[src/rtl/core/hss_pkg.sv]
// shared types, codes and pattern tables of the hall six-step commutator
package hss_pkg;

    localparam logic [1:0] CMD_HALL       = 2'd0;
    localparam logic [1:0] CMD_TICK       = 2'd1;
    localparam logic [1:0] CMD_CHOP_SHORT = 2'd2;
    localparam logic [1:0] CMD_CHOP_POWER = 2'd3;

    localparam logic [1:0] MODE_TIMED      = 2'd0;
    localparam logic [1:0] MODE_TIMED_HALL = 2'd1;
    localparam logic [1:0] MODE_HALL_ONLY  = 2'd2;

    localparam logic [1:0] REG_THRESHOLD = 2'd0;
    localparam logic [1:0] REG_OFFSET    = 2'd1;
    localparam logic [1:0] REG_ADVANCE   = 2'd2;
    localparam logic [1:0] REG_MODE      = 2'd3;

    localparam logic [9:0]  THRESHOLD_RESET = 10'd512;
    localparam logic [2:0]  OFFSET_RESET    = 3'd0;
    localparam logic [2:0]  ADVANCE_RESET   = 3'd2;
    localparam logic [1:0]  MODE_RESET      = MODE_TIMED_HALL;
    localparam logic [13:0] POS_LIMIT       = 14'd10000;
    localparam logic [7:0]  ALL_OFF         = 8'h1C;

    typedef struct packed {
        logic [9:0] threshold;
        logic [2:0] offset;
        logic [2:0] advance;
        logic [1:0] mode;
    } t_cfg;

    // classified item: command, per-hall on/off flags (bit 0 a, 1 b, 2 c), run
    typedef struct packed {
        logic [1:0] cmd;
        logic [2:0] hall_on;
        logic [2:0] hall_off;
        logic       run;
    } t_cls;

    typedef struct packed {
        logic [7:0]  gate_pattern;
        logic [2:0]  drive_step;
        logic [2:0]  sector;
        logic [13:0] position_count;
    } t_res;

    typedef struct packed {
        logic in_empty;
        logic out_full;
    } t_back_stat;

    typedef struct packed {
        logic in_pop;
        logic out_push;
    } t_back_ctl;

    // (x - 1) mod 6 + 1 for x in -5..16
    function automatic logic [2:0] wrap6(input logic signed [5:0] x);
        logic [5:0] y;
        logic [5:0] t;
        y = 6'(x + 6'sd23);
        t = y - 6'd18;
        if (t >= 6'd18) begin
            t = t - 6'd18;
        end
        if (t >= 6'd12) begin
            t = t - 6'd12;
        end
        if (t >= 6'd6) begin
            t = t - 6'd6;
        end
        return 3'(t + 6'd1);
    endfunction

    function automatic logic [7:0] powered_pattern(input logic [2:0] step);
        logic [7:0] p;
        unique case (step)
            3'd1: p = 8'h98;
            3'd2: p = 8'h94;
            3'd3: p = 8'h34;
            3'd4: p = 8'h2C;
            3'd5: p = 8'h4C;
            3'd6: p = 8'h58;
            default: p = ALL_OFF;
        endcase
        return p;
    endfunction

    function automatic logic [7:0] shorted_pattern(input logic [2:0] step);
        logic [7:0] p;
        unique case (step)
            3'd1, 3'd4: p = 8'hBC;
            3'd2, 3'd5: p = 8'hDC;
            3'd3, 3'd6: p = 8'h7C;
            default: p = ALL_OFF;
        endcase
        return p;
    endfunction

endpackage

[src/rtl/core/hall_six_step_commutator.sv]
// top level of the hall six-step commutator
// Takes one item per clock cycle on the push side while the input queue is not full and
// returns one result per item, in order. An accepted item is classified against the hall
// threshold into a two-entry queue; the back part updates sector, position count and
// commutation step and writes the result into a two-entry output queue, which registers it
// before it is on the result ports. The sustained rate of one item per cycle, while the
// output queue is not full, is set by the state update loop of the back part. Configuration
// writes take effect at once and are meant to be made only while no item is in flight.
module hall_six_step_commutator (
    input  logic        i_clk,
    input  logic        i_rst_n,
    input  logic        push,
    output logic        full,
    input  logic [1:0]  i_command,
    input  logic [9:0]  i_hall_a,
    input  logic [9:0]  i_hall_b,
    input  logic [9:0]  i_hall_c,
    input  logic        i_run,
    output logic        empty,
    input  logic        pop,
    output logic [7:0]  o_gate_pattern,
    output logic [2:0]  o_drive_step,
    output logic [2:0]  o_sector,
    output logic [13:0] o_position_count,
    input  logic        i_cfg_we,
    input  logic [1:0]  i_cfg_index,
    input  logic [9:0]  i_cfg_data
);
    import hss_pkg::*;

    t_cfg       r_cfg;
    t_cls       front_cls;
    t_cls       queue_cls;
    t_res       back_res;
    t_res       out_res;
    t_back_stat back_stat;
    t_back_ctl  back_ctl;
    logic       front_push;
    logic       cls_full;
    logic       cls_empty;
    logic       res_full;

    always_ff @(posedge i_clk) begin
        if (!i_rst_n) begin
            r_cfg.threshold <= THRESHOLD_RESET;
            r_cfg.offset    <= OFFSET_RESET;
            r_cfg.advance   <= ADVANCE_RESET;
            r_cfg.mode      <= MODE_RESET;
        end else if (i_cfg_we) begin
            unique case (i_cfg_index)
                REG_THRESHOLD: r_cfg.threshold <= i_cfg_data;
                REG_OFFSET:    r_cfg.offset    <= i_cfg_data[2:0];
                REG_ADVANCE:   r_cfg.advance   <= i_cfg_data[2:0];
                REG_MODE:      r_cfg.mode      <= i_cfg_data[1:0];
            endcase
        end
    end

    hss_front u_front (
        .i_push       (push),
        .i_queue_full (cls_full),
        .i_command    (i_command),
        .i_hall_a     (i_hall_a),
        .i_hall_b     (i_hall_b),
        .i_hall_c     (i_hall_c),
        .i_run        (i_run),
        .i_threshold  (r_cfg.threshold),
        .o_queue_push (front_push),
        .o_cls        (front_cls)
    );

    hss_queue #(.WIDTH($bits(t_cls))) u_cls_queue (
        .i_clk   (i_clk),
        .i_rst_n (i_rst_n),
        .i_push  (front_push),
        .i_data  (front_cls),
        .o_full  (cls_full),
        .i_pop   (back_ctl.in_pop),
        .o_empty (cls_empty),
        .o_data  (queue_cls)
    );

    assign back_stat.in_empty = cls_empty;
    assign back_stat.out_full = res_full;

    hss_back u_back (
        .i_clk   (i_clk),
        .i_rst_n (i_rst_n),
        .i_cfg   (r_cfg),
        .i_cls   (queue_cls),
        .i_stat  (back_stat),
        .o_ctl   (back_ctl),
        .o_res   (back_res)
    );

    hss_queue #(.WIDTH($bits(t_res))) u_res_queue (
        .i_clk   (i_clk),
        .i_rst_n (i_rst_n),
        .i_push  (back_ctl.out_push),
        .i_data  (back_res),
        .o_full  (res_full),
        .i_pop   (pop),
        .o_empty (empty),
        .o_data  (out_res)
    );

    assign full             = cls_full;
    assign o_gate_pattern   = out_res.gate_pattern;
    assign o_drive_step     = out_res.drive_step;
    assign o_sector         = out_res.sector;
    assign o_position_count = out_res.position_count;

endmodule

[src/rtl/core/hss_queue.sv]
// two-entry queue with simultaneous push and pop
module hss_queue #(
    parameter int unsigned WIDTH = 8
) (
    input  logic             i_clk,
    input  logic             i_rst_n,
    input  logic             i_push,
    input  logic [WIDTH-1:0] i_data,
    output logic             o_full,
    input  logic             i_pop,
    output logic             o_empty,
    output logic [WIDTH-1:0] o_data
);
    logic [WIDTH-1:0] r_mem [2];
    logic             r_wr_ptr;
    logic             r_rd_ptr;
    logic [1:0]       r_count;
    logic             do_push;
    logic             do_pop;

    assign o_full  = (r_count == 2'd2);
    assign o_empty = (r_count == 2'd0);
    assign o_data  = r_mem[r_rd_ptr];
    assign do_push = i_push && !o_full;
    assign do_pop  = i_pop && !o_empty;

    always_ff @(posedge i_clk) begin
        if (!i_rst_n) begin
            r_wr_ptr <= 1'b0;
            r_rd_ptr <= 1'b0;
            r_count  <= 2'd0;
        end else begin
            if (do_push) begin
                r_wr_ptr <= !r_wr_ptr;
            end
            if (do_pop) begin
                r_rd_ptr <= !r_rd_ptr;
            end
            if (do_push && !do_pop) begin
                r_count <= r_count + 2'd1;
            end else if (do_pop && !do_push) begin
                r_count <= r_count - 2'd1;
            end
        end
    end

    always_ff @(posedge i_clk) begin
        if (do_push) begin
            r_mem[r_wr_ptr] <= i_data;
        end
    end

endmodule

[src/rtl/core/hss_front.sv]
// front part: accepts items and classifies the hall readings against the threshold
module hss_front (
    input  logic         i_push,
    input  logic         i_queue_full,
    input  logic [1:0]   i_command,
    input  logic [9:0]   i_hall_a,
    input  logic [9:0]   i_hall_b,
    input  logic [9:0]   i_hall_c,
    input  logic         i_run,
    input  logic [9:0]   i_threshold,
    output logic         o_queue_push,
    output hss_pkg::t_cls o_cls
);
    import hss_pkg::*;

    assign o_queue_push = i_push && !i_queue_full;

    always_comb begin
        o_cls.cmd         = i_command;
        o_cls.run         = i_run;
        o_cls.hall_on[0]  = i_hall_a < i_threshold;
        o_cls.hall_on[1]  = i_hall_b < i_threshold;
        o_cls.hall_on[2]  = i_hall_c < i_threshold;
        o_cls.hall_off[0] = i_hall_a > i_threshold;
        o_cls.hall_off[1] = i_hall_b > i_threshold;
        o_cls.hall_off[2] = i_hall_c > i_threshold;
    end

endmodule

[src/rtl/core/hss_back.sv]
// back part: sector tracking, position count, commutation state and gate pattern
module hss_back (
    input  logic               i_clk,
    input  logic               i_rst_n,
    input  hss_pkg::t_cfg      i_cfg,
    input  hss_pkg::t_cls      i_cls,
    input  hss_pkg::t_back_stat i_stat,
    output hss_pkg::t_back_ctl o_ctl,
    output hss_pkg::t_res      o_res
);
    import hss_pkg::*;

    logic [2:0]  r_sector;
    logic [2:0]  r_step;
    logic [13:0] r_pos;
    logic        r_chop;
    logic        r_armed;
    logic        r_running;
    logic        r_pending;

    logic [2:0]  n_sector;
    logic [2:0]  n_step;
    logic [13:0] n_pos;
    logic        n_chop;
    logic        n_armed;
    logic        n_running;
    logic        n_pending;

    logic        fire;
    logic        hall_driven;
    logic        hall_only;
    logic        fwd;
    logic        rev;
    logic signed [5:0] adv;
    logic signed [5:0] adv_m1;
    logic signed [5:0] off;

    assign fire           = !i_stat.in_empty && !i_stat.out_full;
    assign o_ctl.in_pop   = fire;
    assign o_ctl.out_push = fire;
    assign hall_driven    = (i_cfg.mode != MODE_TIMED);
    assign hall_only      = (i_cfg.mode == MODE_HALL_ONLY);
    assign adv            = $signed({{3{i_cfg.advance[2]}}, i_cfg.advance});
    assign adv_m1         = adv - 6'sd1;
    assign off            = $signed({3'b000, i_cfg.offset});

    always_comb begin
        n_sector  = r_sector;
        n_step    = r_step;
        n_pos     = r_pos;
        n_chop    = r_chop;
        n_armed   = r_armed;
        n_running = r_running;
        n_pending = r_pending;
        fwd       = 1'b0;
        rev       = 1'b0;
        if (fire) begin
            unique case (i_cls.cmd)
                CMD_HALL: begin
                    if (r_running && r_pending) begin
                        if (r_armed) begin
                            if (hall_driven) begin
                                n_step = wrap6($signed({3'b000, r_sector}) + off + adv_m1);
                            end else begin
                                n_step = wrap6($signed({3'b000, r_step}) + adv_m1);
                            end
                            if (!hall_only) begin
                                n_armed = 1'b0;
                            end
                        end
                        if (i_cls.hall_on[0]) begin
                            if (i_cls.hall_on[1]) begin
                                n_sector = 3'd2;
                            end else if (i_cls.hall_on[2]) begin
                                n_sector = 3'd6;
                            end else begin
                                n_sector = 3'd1;
                            end
                        end else if (i_cls.hall_on[1]) begin
                            n_sector = i_cls.hall_on[2] ? 3'd4 : 3'd3;
                        end else if (i_cls.hall_on[2]) begin
                            n_sector = 3'd5;
                        end
                        if (hall_driven) begin
                            n_step = wrap6($signed({3'b000, n_sector}) + off);
                        end
                        n_pending = 1'b0;
                    end else if (r_running) begin
                        unique case (r_sector)
                            3'd1: begin fwd = i_cls.hall_on[1];  rev = i_cls.hall_on[2];  end
                            3'd2: begin fwd = i_cls.hall_off[0]; rev = i_cls.hall_off[1]; end
                            3'd3: begin fwd = i_cls.hall_on[2];  rev = i_cls.hall_on[0];  end
                            3'd4: begin fwd = i_cls.hall_off[1]; rev = i_cls.hall_off[2]; end
                            3'd5: begin fwd = i_cls.hall_on[0];  rev = i_cls.hall_on[1];  end
                            default: begin fwd = i_cls.hall_off[2]; rev = i_cls.hall_off[0]; end
                        endcase
                        if (fwd && !rev) begin
                            n_sector = (r_sector == 3'd6) ? 3'd1 : r_sector + 3'd1;
                            n_pos    = (r_pos >= POS_LIMIT) ? 14'd0 : r_pos + 14'd1;
                        end else if (rev && !fwd) begin
                            n_sector = (r_sector == 3'd1) ? 3'd6 : r_sector - 3'd1;
                            n_pos    = (r_pos == 14'd0) ? 14'd0 : r_pos - 14'd1;
                        end
                        if (hall_driven && r_armed) begin
                            n_step = wrap6($signed({3'b000, n_sector}) + off + adv);
                            if (!hall_only) begin
                                n_armed = 1'b0;
                            end
                        end
                    end
                end
                CMD_TICK: begin
                    if (!i_cls.run) begin
                        n_running = 1'b0;
                    end else begin
                        if (!r_running) begin
                            n_running = 1'b1;
                            n_pending = 1'b1;
                        end
                        if (!hall_only) begin
                            if (hall_driven) begin
                                n_step = wrap6($signed({3'b000, r_sector}) + off + adv);
                            end else begin
                                n_step = wrap6($signed({3'b000, r_step}) + adv);
                            end
                            n_armed = 1'b0;
                        end
                    end
                end
                CMD_CHOP_SHORT: n_chop = 1'b1;
                CMD_CHOP_POWER: n_chop = 1'b0;
            endcase
        end
    end

    always_comb begin
        if (!n_running) begin
            o_res.gate_pattern = ALL_OFF;
        end else if (n_chop) begin
            o_res.gate_pattern = shorted_pattern(n_step);
        end else begin
            o_res.gate_pattern = powered_pattern(n_step);
        end
        o_res.drive_step     = n_step;
        o_res.sector         = n_sector;
        o_res.position_count = n_pos;
    end

    always_ff @(posedge i_clk) begin
        if (!i_rst_n) begin
            r_sector  <= 3'd1;
            r_step    <= 3'd0;
            r_pos     <= 14'd0;
            r_chop    <= 1'b0;
            r_armed   <= 1'b1;
            r_running <= 1'b0;
            r_pending <= 1'b0;
        end else begin
            r_sector  <= n_sector;
            r_step    <= n_step;
            r_pos     <= n_pos;
            r_chop    <= n_chop;
            r_armed   <= n_armed;
            r_running <= n_running;
            r_pending <= n_pending;
        end
    end

`ifndef ASSERT_OFF
    a_sector_range: assert property (@(posedge i_clk) disable iff (!i_rst_n)
        r_sector != 3'd0 && r_sector != 3'd7)
        else $error("sector left 1..6");

    a_pos_limit: assert property (@(posedge i_clk) disable iff (!i_rst_n)
        r_pos <= POS_LIMIT)
        else $error("position above limit");

    a_step_range: assert property (@(posedge i_clk) disable iff (!i_rst_n)
        r_step != 3'd7)
        else $error("step out of range");

    a_stopped_hall: assert property (@(posedge i_clk) disable iff (!i_rst_n)
        (fire && i_cls.cmd == CMD_HALL && !r_running)
        |=> ($stable(r_sector) && $stable(r_pos) && $stable(r_step)))
        else $error("hall item changed state while stopped");

    a_chop_short: assert property (@(posedge i_clk) disable iff (!i_rst_n)
        (fire && i_cls.cmd == CMD_CHOP_SHORT) |=> r_chop)
        else $error("chop start item did not set the shorted flag");
`endif

endmodule
[config.mk]
export PLATFORM = sky130hd
export DESIGN_NAME = hall_six_step_commutator
export DESIGN_NICKNAME = d
export VERILOG_FILES = /design/src/rtl/core/hss_pkg.sv /design/src/rtl/core/hall_six_step_commutator.sv /design/src/rtl/core/hss_queue.sv /design/src/rtl/core/hss_front.sv /design/src/rtl/core/hss_back.sv
export SDC_FILE = /design/constraint.sdc
export NUM_CORES = 1
export LEC_CHECK = 0
export ABC_AREA = 1
export CORE_MARGIN = 3
export CORE_UTILIZATION = 30
export DETAILED_ROUTE_END_ITERATION = 6
export DONT_BUFFER_PORTS = 1
export PLACE_DENSITY = 0.49
export REMOVE_ABC_BUFFERS = 1
export SYNTH_ARGS = -nofsm -noshare
export SYNTH_HDL_FRONTEND = slang
export SYNTH_SLANG_ARGS = --single-unit
[constraint.sdc]
create_clock -name i_clk -period 7.6 [get_ports i_clk]
set_clock_uncertainty 0.15 [all_clocks]
set_input_delay 1.52 -clock i_clk [delete_from_list [all_inputs] [get_ports i_clk]]
set_output_delay 1.52 -clock i_clk [all_outputs]
set_load 0.01 [all_outputs]
Word level (Yosys, flattened, before mapping)
Memories as Yosys holds them, arrays and structs flattened. A register that Yosys moved wholly into a read port is not among the register bits.
Cells that the tools add are included.
{"block": "totals", "register_bits": 50, "in_bits": 50, "elab_cells": 328, "mem_bits_ro": 0, "n_memories": 2, "latch_bits": 0, "output_inout_bits": 30, "mem_bits_rw": 74}
{"name": "u_res_queue.r_mem", "depth": 2, "word_bits": 28, "read_ports": 1, "rd_clocked_by_memory_dff": 1, "wr": 1, "line_no": "hss_queue.sv:14", "source": "logic [WIDTH-1:0] r_mem [2];"}
{"name": "u_cls_queue.r_mem", "depth": 2, "word_bits": 9, "read_ports": 1, "rd_clocked_by_memory_dff": 1, "wr": 1, "line_no": "hss_queue.sv:14"}
{"block": "classes", "muxes": 169, "add_sub_neg": 46, "bitwise": 0, "n_lt_le_gt_ge": 22, "eq_ne": 26, "mul": 0, "div": 0, "n_reduce_logical": 46, "n_shift": 0}
{"operator": "$mux W6", "count": 58}
{"operator": "$mux W3", "count": 59}
{"operator": "$mux W14", "count": 8}
{"operator": "$sub A6 B5 Y6 const B", "count": 10}
{"operator": "$pmux W8 S6", "count": 1}
{"operator": "$add A6 B6 Y6 const B", "count": 5}
{"operator": "$ge A6 B3 Y1 const B", "count": 5}
{"operator": "$ge A6 B4 Y1 const B", "count": 5}
{"operator": "$ge A6 B5 Y1 const B", "count": 5}
{"operator": "$gt A10 B10 Y1", "count": 3}
{"operator": "$lt A10 B10 Y1", "count": 3}
{"operator": "$mux W1", "count": 30}
{"operator": "$sub A6 B4 Y6 const B", "count": 5}
{"operator": "$pmux W8 S3", "count": 1}
{"operator": "$add A3 B1 Y3 const B", "count": 6}
{"operator": "$eq A3 B3 Y1 const B", "count": 6}
{"operator": "$mux W8", "count": 2}
{"operator": "$sub A3 B3 Y3 const B", "count": 5}
{"operator": "$add A14 B1 Y14 const B", "count": 1}
{"operator": "$eq A2 B2 Y1 const B", "count": 7}
{"operator": "$ge A14 B14 Y1 const B", "count": 1}
{"operator": "$logic_and A1 B1 Y1", "count": 14}
{"operator": "$logic_not A1 Y1", "count": 14}
{"operator": "$logic_not A14 Y1", "count": 1}
{"operator": "24 further kinds", "count": 54}

Longest topological paths before layout
{"block": "depth", "depth_word": 50, "ltp_mapped": 54, "mapped_depth_nobuf": 53}

Hierarchy
A second synthesis with hierarchy kept.
{"block": "hier_totals", "hier_cells": 1352, "area_unflattened_um2": 10152.2}
{"module": "hss_back", "n_inst": 1, "cells_per_inst": 899, "area_each_um2": 5177.5}
{"module": "hss_queue at u_res_queue", "n_inst": 1, "cells_per_inst": 125, "area_each_um2": 2368.5}
{"module": "hss_queue at u_cls_queue", "n_inst": 1, "cells_per_inst": 66, "area_each_um2": 902.1}
{"module": "hss_front", "n_inst": 1, "cells_per_inst": 146, "area_each_um2": 898.4}
{"module": "hall_six_step_commutator", "n_inst": 1, "cells_per_inst": 116, "area_each_um2": 805.8}

Worst setup path after synthesis
OpenSTA, ideal clock, no wires.
{"block": "synth_timing", "path_type": "reg-to-reg", "start": "register u_back.r_sector[1]", "end": "memory u_res_queue.r_mem[0][25] (netlist bit) (data pin)", "n_path_buf": 1, "path_stages_with_launch": 46, "setup_time_ns": 0.159, "path_slack_ns": 0.611, "required_ns": 7.291, "arrival_ns": 6.680, "synth_period_minus_slack_ns": 6.989, "cell_sequence": "dfxtp_1 inv_1 ha_1 inv_1 nor2_1 nor3_1 inv_1 o21a_1 nor2_1 buf_2 nand3_1 o211ai_1 o21ai_0 inv_1 ha_1 inv_1 fa_1 inv_1 [10 not listed] nand2_1 nand2_1 ha_1 nor3_2 nand3_1 a21oi_1 and3b_1 ha_1 a211oi_1 o31ai_1 nand2_1 o21ai_1 inv_1 nor2_1 nand4_1 nand2_1 inv_1 a21oi_1"}
{"item": "start: declaration", "line_no": "hss_back.sv:13", "source": "logic [2:0] r_sector;"}
{"item": "start signal: assignment", "line_no": "hss_back.sv:159", "source": "r_sector <= n_sector;"}
{"item": "end: declaration", "line_no": "hss_queue.sv:14"}

==> impl_metrics.yaml <==
hold_path:
  min_path_cells: 1
  min-delay-start: "u_cls_queue.r_rd_ptr"
  min_to: "u_cls_queue.r_rd_ptr"
  hold_class: "flip-flop to flip-flop"
floorplan:
  die_area_um2: 34400
  initial_utilization_pct: 30.6
  die_w_um: 186
  io_pins: 80
  core-area_um2: 31600
  die_h_um: 186
  core.rowCount: 65
routing:
  detail_route.wl_per_cell_um: 13.5
  dr.pass1.iters: 4
  ant_nets: 0
  drt-total-wl_mm: 23.2
  via_per_inst: 4.62
  drc_errors: 0
  drt_first_iter_violations: 312
  num_vias: 7949
synth:
  ys_async_sr_fraction_pct: 0
  synth_area_leaders: "edfxtp_1 (22%), ha_1 (13%), dfxtp_1 (11%)"
  ys_seq_area_share_pct: 32.5
  synth-simple-area-share_pct: 26.0
  synth_compound_area_share_pct: 12.1
  synth_seq_cells: 122
  synth-warning-count: 0
  synth_fa_ha_area_share_pct: 14.1
  synth.distinct_cells: 56
  synth_top_family_by_area: "simple AND/OR/NAND/NOR gates"
  syn_area_um2: 9680
  synth_xor_xnor_area_share_pct: 2.15
  avgSynthCellArea_um2: 7.47
  muxShareOfSynthArea_pct: 3.03
  yosys.area.top_type_share_pct: 21.7
  synth-edff-count: 70
  synthCells: 1296
  synth_top_cell_by_area: "edfxtp_1"
  ys.flop_type: "edfxtp_1"
clock_tree:
  cts_tree: "yes"
  cts_max_path_buffers: 2
  clock-sinks: 122
  cts_hold_buf: 0
  insertion_delay_ns: 0.42
  clk_pin_slew_ns: 0.06
  numCtsBuffers: 17
  htree_levels: 4
  cts-root-buf: "clkbuf_16"
critical_path:
  r2r-end: "u_res_queue.r_mem[1][25]"
  cp.required_ns: 7.59
  r2r-start: "u_back.r_sector[1]"
  rr_worst_depth: 46
  arrival_ns: 6.97
  startpoint_type: "flip-flop"
  cp_top_family: "adder cells"
  reg2reg_setup_slack_ns: 0.62
  critPathCaptureType: "flip-flop"
  crit_buf_inv: 9
  worstSetupPathType: "flip-flop to flip-flop"
  critPathSlowestCell: "fa_1"
  max_stage_delay_ns: 0.47
  path_max_fanout: 7
sta:
  worst_pin_slew_ns: 0.880
  hold_viol: 0
  fin_ws_ns: 0.623
  setup_violations: 0
  fmaxAchievable_ghz: 0.143
  timing.final.crit_period_ns: 6.98
  timing.final.crit_share_pct: 91.8
  slew_headroom_pct: 41.1
  finalMaxSlewViolations: 0
layout:
  layout-drive-gt1-share_pct: 12.7
  antenna_cells: 0
  seq_area_um2: 3150
  syn2layout_area_growth_pct: 11.8
  multiInputGateArea_um2: 5640
  nFillCells: 3300
  most-common-layout-cells: "nand2_1 (269), inv_1 (209), nor2_1 (106)"
  layout_commonest_cell: "nand2_1"
  nets: 1460
run_status:
  status: "finished clean"
place:
  gp_congestion: 0.860
  pre_cts_ws_ns: -0.0283
  port-buffer-count: 0
  dp_hpwl_mm: 18.2
global_route:
  first_global_vias: 7622
  grt_overflow: 0
  grt_max_degree: 38
  grt_util_all_layers_pct: 13.9
  grt_antenna_before_repair: 0
  grt_pass1_wl_mm: 38.5
flow_run:
  drv_cap: 0
area by class of cell:
type / count / area share [%]
clock buffers: 17 / 3.93
inverters: 234 / 8.17
repair buffers: 9 / 0.625
flip-flops and latches: 122 / 29.1
multi-input cells: 921 / 52.1
clock inverters: 15 / 1.40
well taps: 402 / 4.65
per-layer routing:
| layer | up-vias | global-route usage, % | part of all wire, % |
|---|---|---|---|
| met1 | 3557 | 18.0 | 48 |
| met4 | 0 | 3.28 | 1.1 |
| met2 | 100 | 23.5 | 47 |
| met5 | - | 0 | 0 |
| li1 | 4270 | - | - |
| met3 | 22 | 3.54 | 4.4 |
synth_stat cells (2+ instances only):
cell       count
nand4_1       11
and2_1         9
fa_1           7
nor3b_1        2
nor4_1         2
buf_4          2
or2_2          4
xor2_1        13
o211ai_1       8
clkinv_1       4
inv_1        212
nor2_1       112
inv_2         17
o21ai_0       74
nand2_1      271
a31oi_1       15
xnor2_1        2
o2111ai_1      3
o21bai_1       8
buf_1          2
o21ai_1       10
nand3b_1       5
nor2_2        10
xor2_2         2
nand2_2       21
o31ai_1        3
mux2_2        26
nor3_1        18
o21ai_2        4
buf_2          3
clkbuf_1      12
o21a_1         5
ha_1          98
nand2_4        2
o22ai_1        3
a21oi_1       65
edfxtp_1      70
nand3_2       10
a221oi_1       2
or2_1          3
nand3_1       79
nor3_2         2
dfxtp_1       52
what timing repair did:
action | 4_1_cts | 5_1_grt
endpoints found under the setup margin | 2 | 14
cloned | 0 | 0
endpoints found under the hold margin | 0 | 0
resized for setup | 2 | 24
pin swaps | 0 | 3
setup buffers | 0 | 1
cell families after synthesis:
family,Yosys count
flip-flops,122
other,1
AND/OR/NAND/NOR,564
buffers and inverters,254
adder cells (fa/ha/maj),105
XOR/XNOR,19
AO/OA/AOI/OAI,205
multiplexers,26
registers in the layout (all words and copies together), names as in the netlist, named ones only:
register / cells
u_res_queue.r_count: 2
u_back.r_pending: 1
u_back.r_step: 3
u_back.r_sector: 3
u_cls_queue.r_wr_ptr: 1
u_back.r_pos: 14
u_cls_queue.r_count: 2
u_back.r_running: 1
u_cls_queue.r_mem: 18
r_cfg: 18
u_res_queue.r_mem: 52
u_back.r_armed: 1
u_back.r_chop: 1
u_res_queue.r_wr_ptr: 1
u_cls_queue.r_rd_ptr: 1
u_res_queue.r_rd_ptr: 1
metrics by stage:
step                      hold slack [ns]  util, %  cells  area [um2]  setup TNS (ns)
final                               0.306     34.2   1720       10800               0
after global routing                0.346     34.2   1720       10800        -0.00531
after CTS                           0.309     33.9   1719       10700               0
after detailed placement            0.297     32.1   1687       10200         -0.0565
after global placement              0.285     32.1   1687       10200               0
after floorplan                     0.275        -   1277        9590               0
worst max-delay path by stage:
stage	startpoint	to	slack [ns]	cells after the start
6_report	u_back.r_sector[1]	u_res_queue.r_mem[1][25]	0.62	46
5_1_grt	u_back.r_sector[1]	u_res_queue.r_mem[1][25]	-0.004	47
4_1_cts	u_back.r_sector[1]	u_res_queue.r_mem[1][25]	0.10	46
3_5_place_dp	flip-flop	u_res_queue.r_mem[0][25]	-0.03	44
3_3_place_gp	flip-flop	u_res_queue.r_mem[0][25]	0.17	44
2_1_floorplan	u_back.r_sector[1]	u_res_queue.r_mem[0][25]	0.45	44
Power is not shown: default switching activity piles up to over one toggle a cycle in this logic, so the estimate is an artifact.
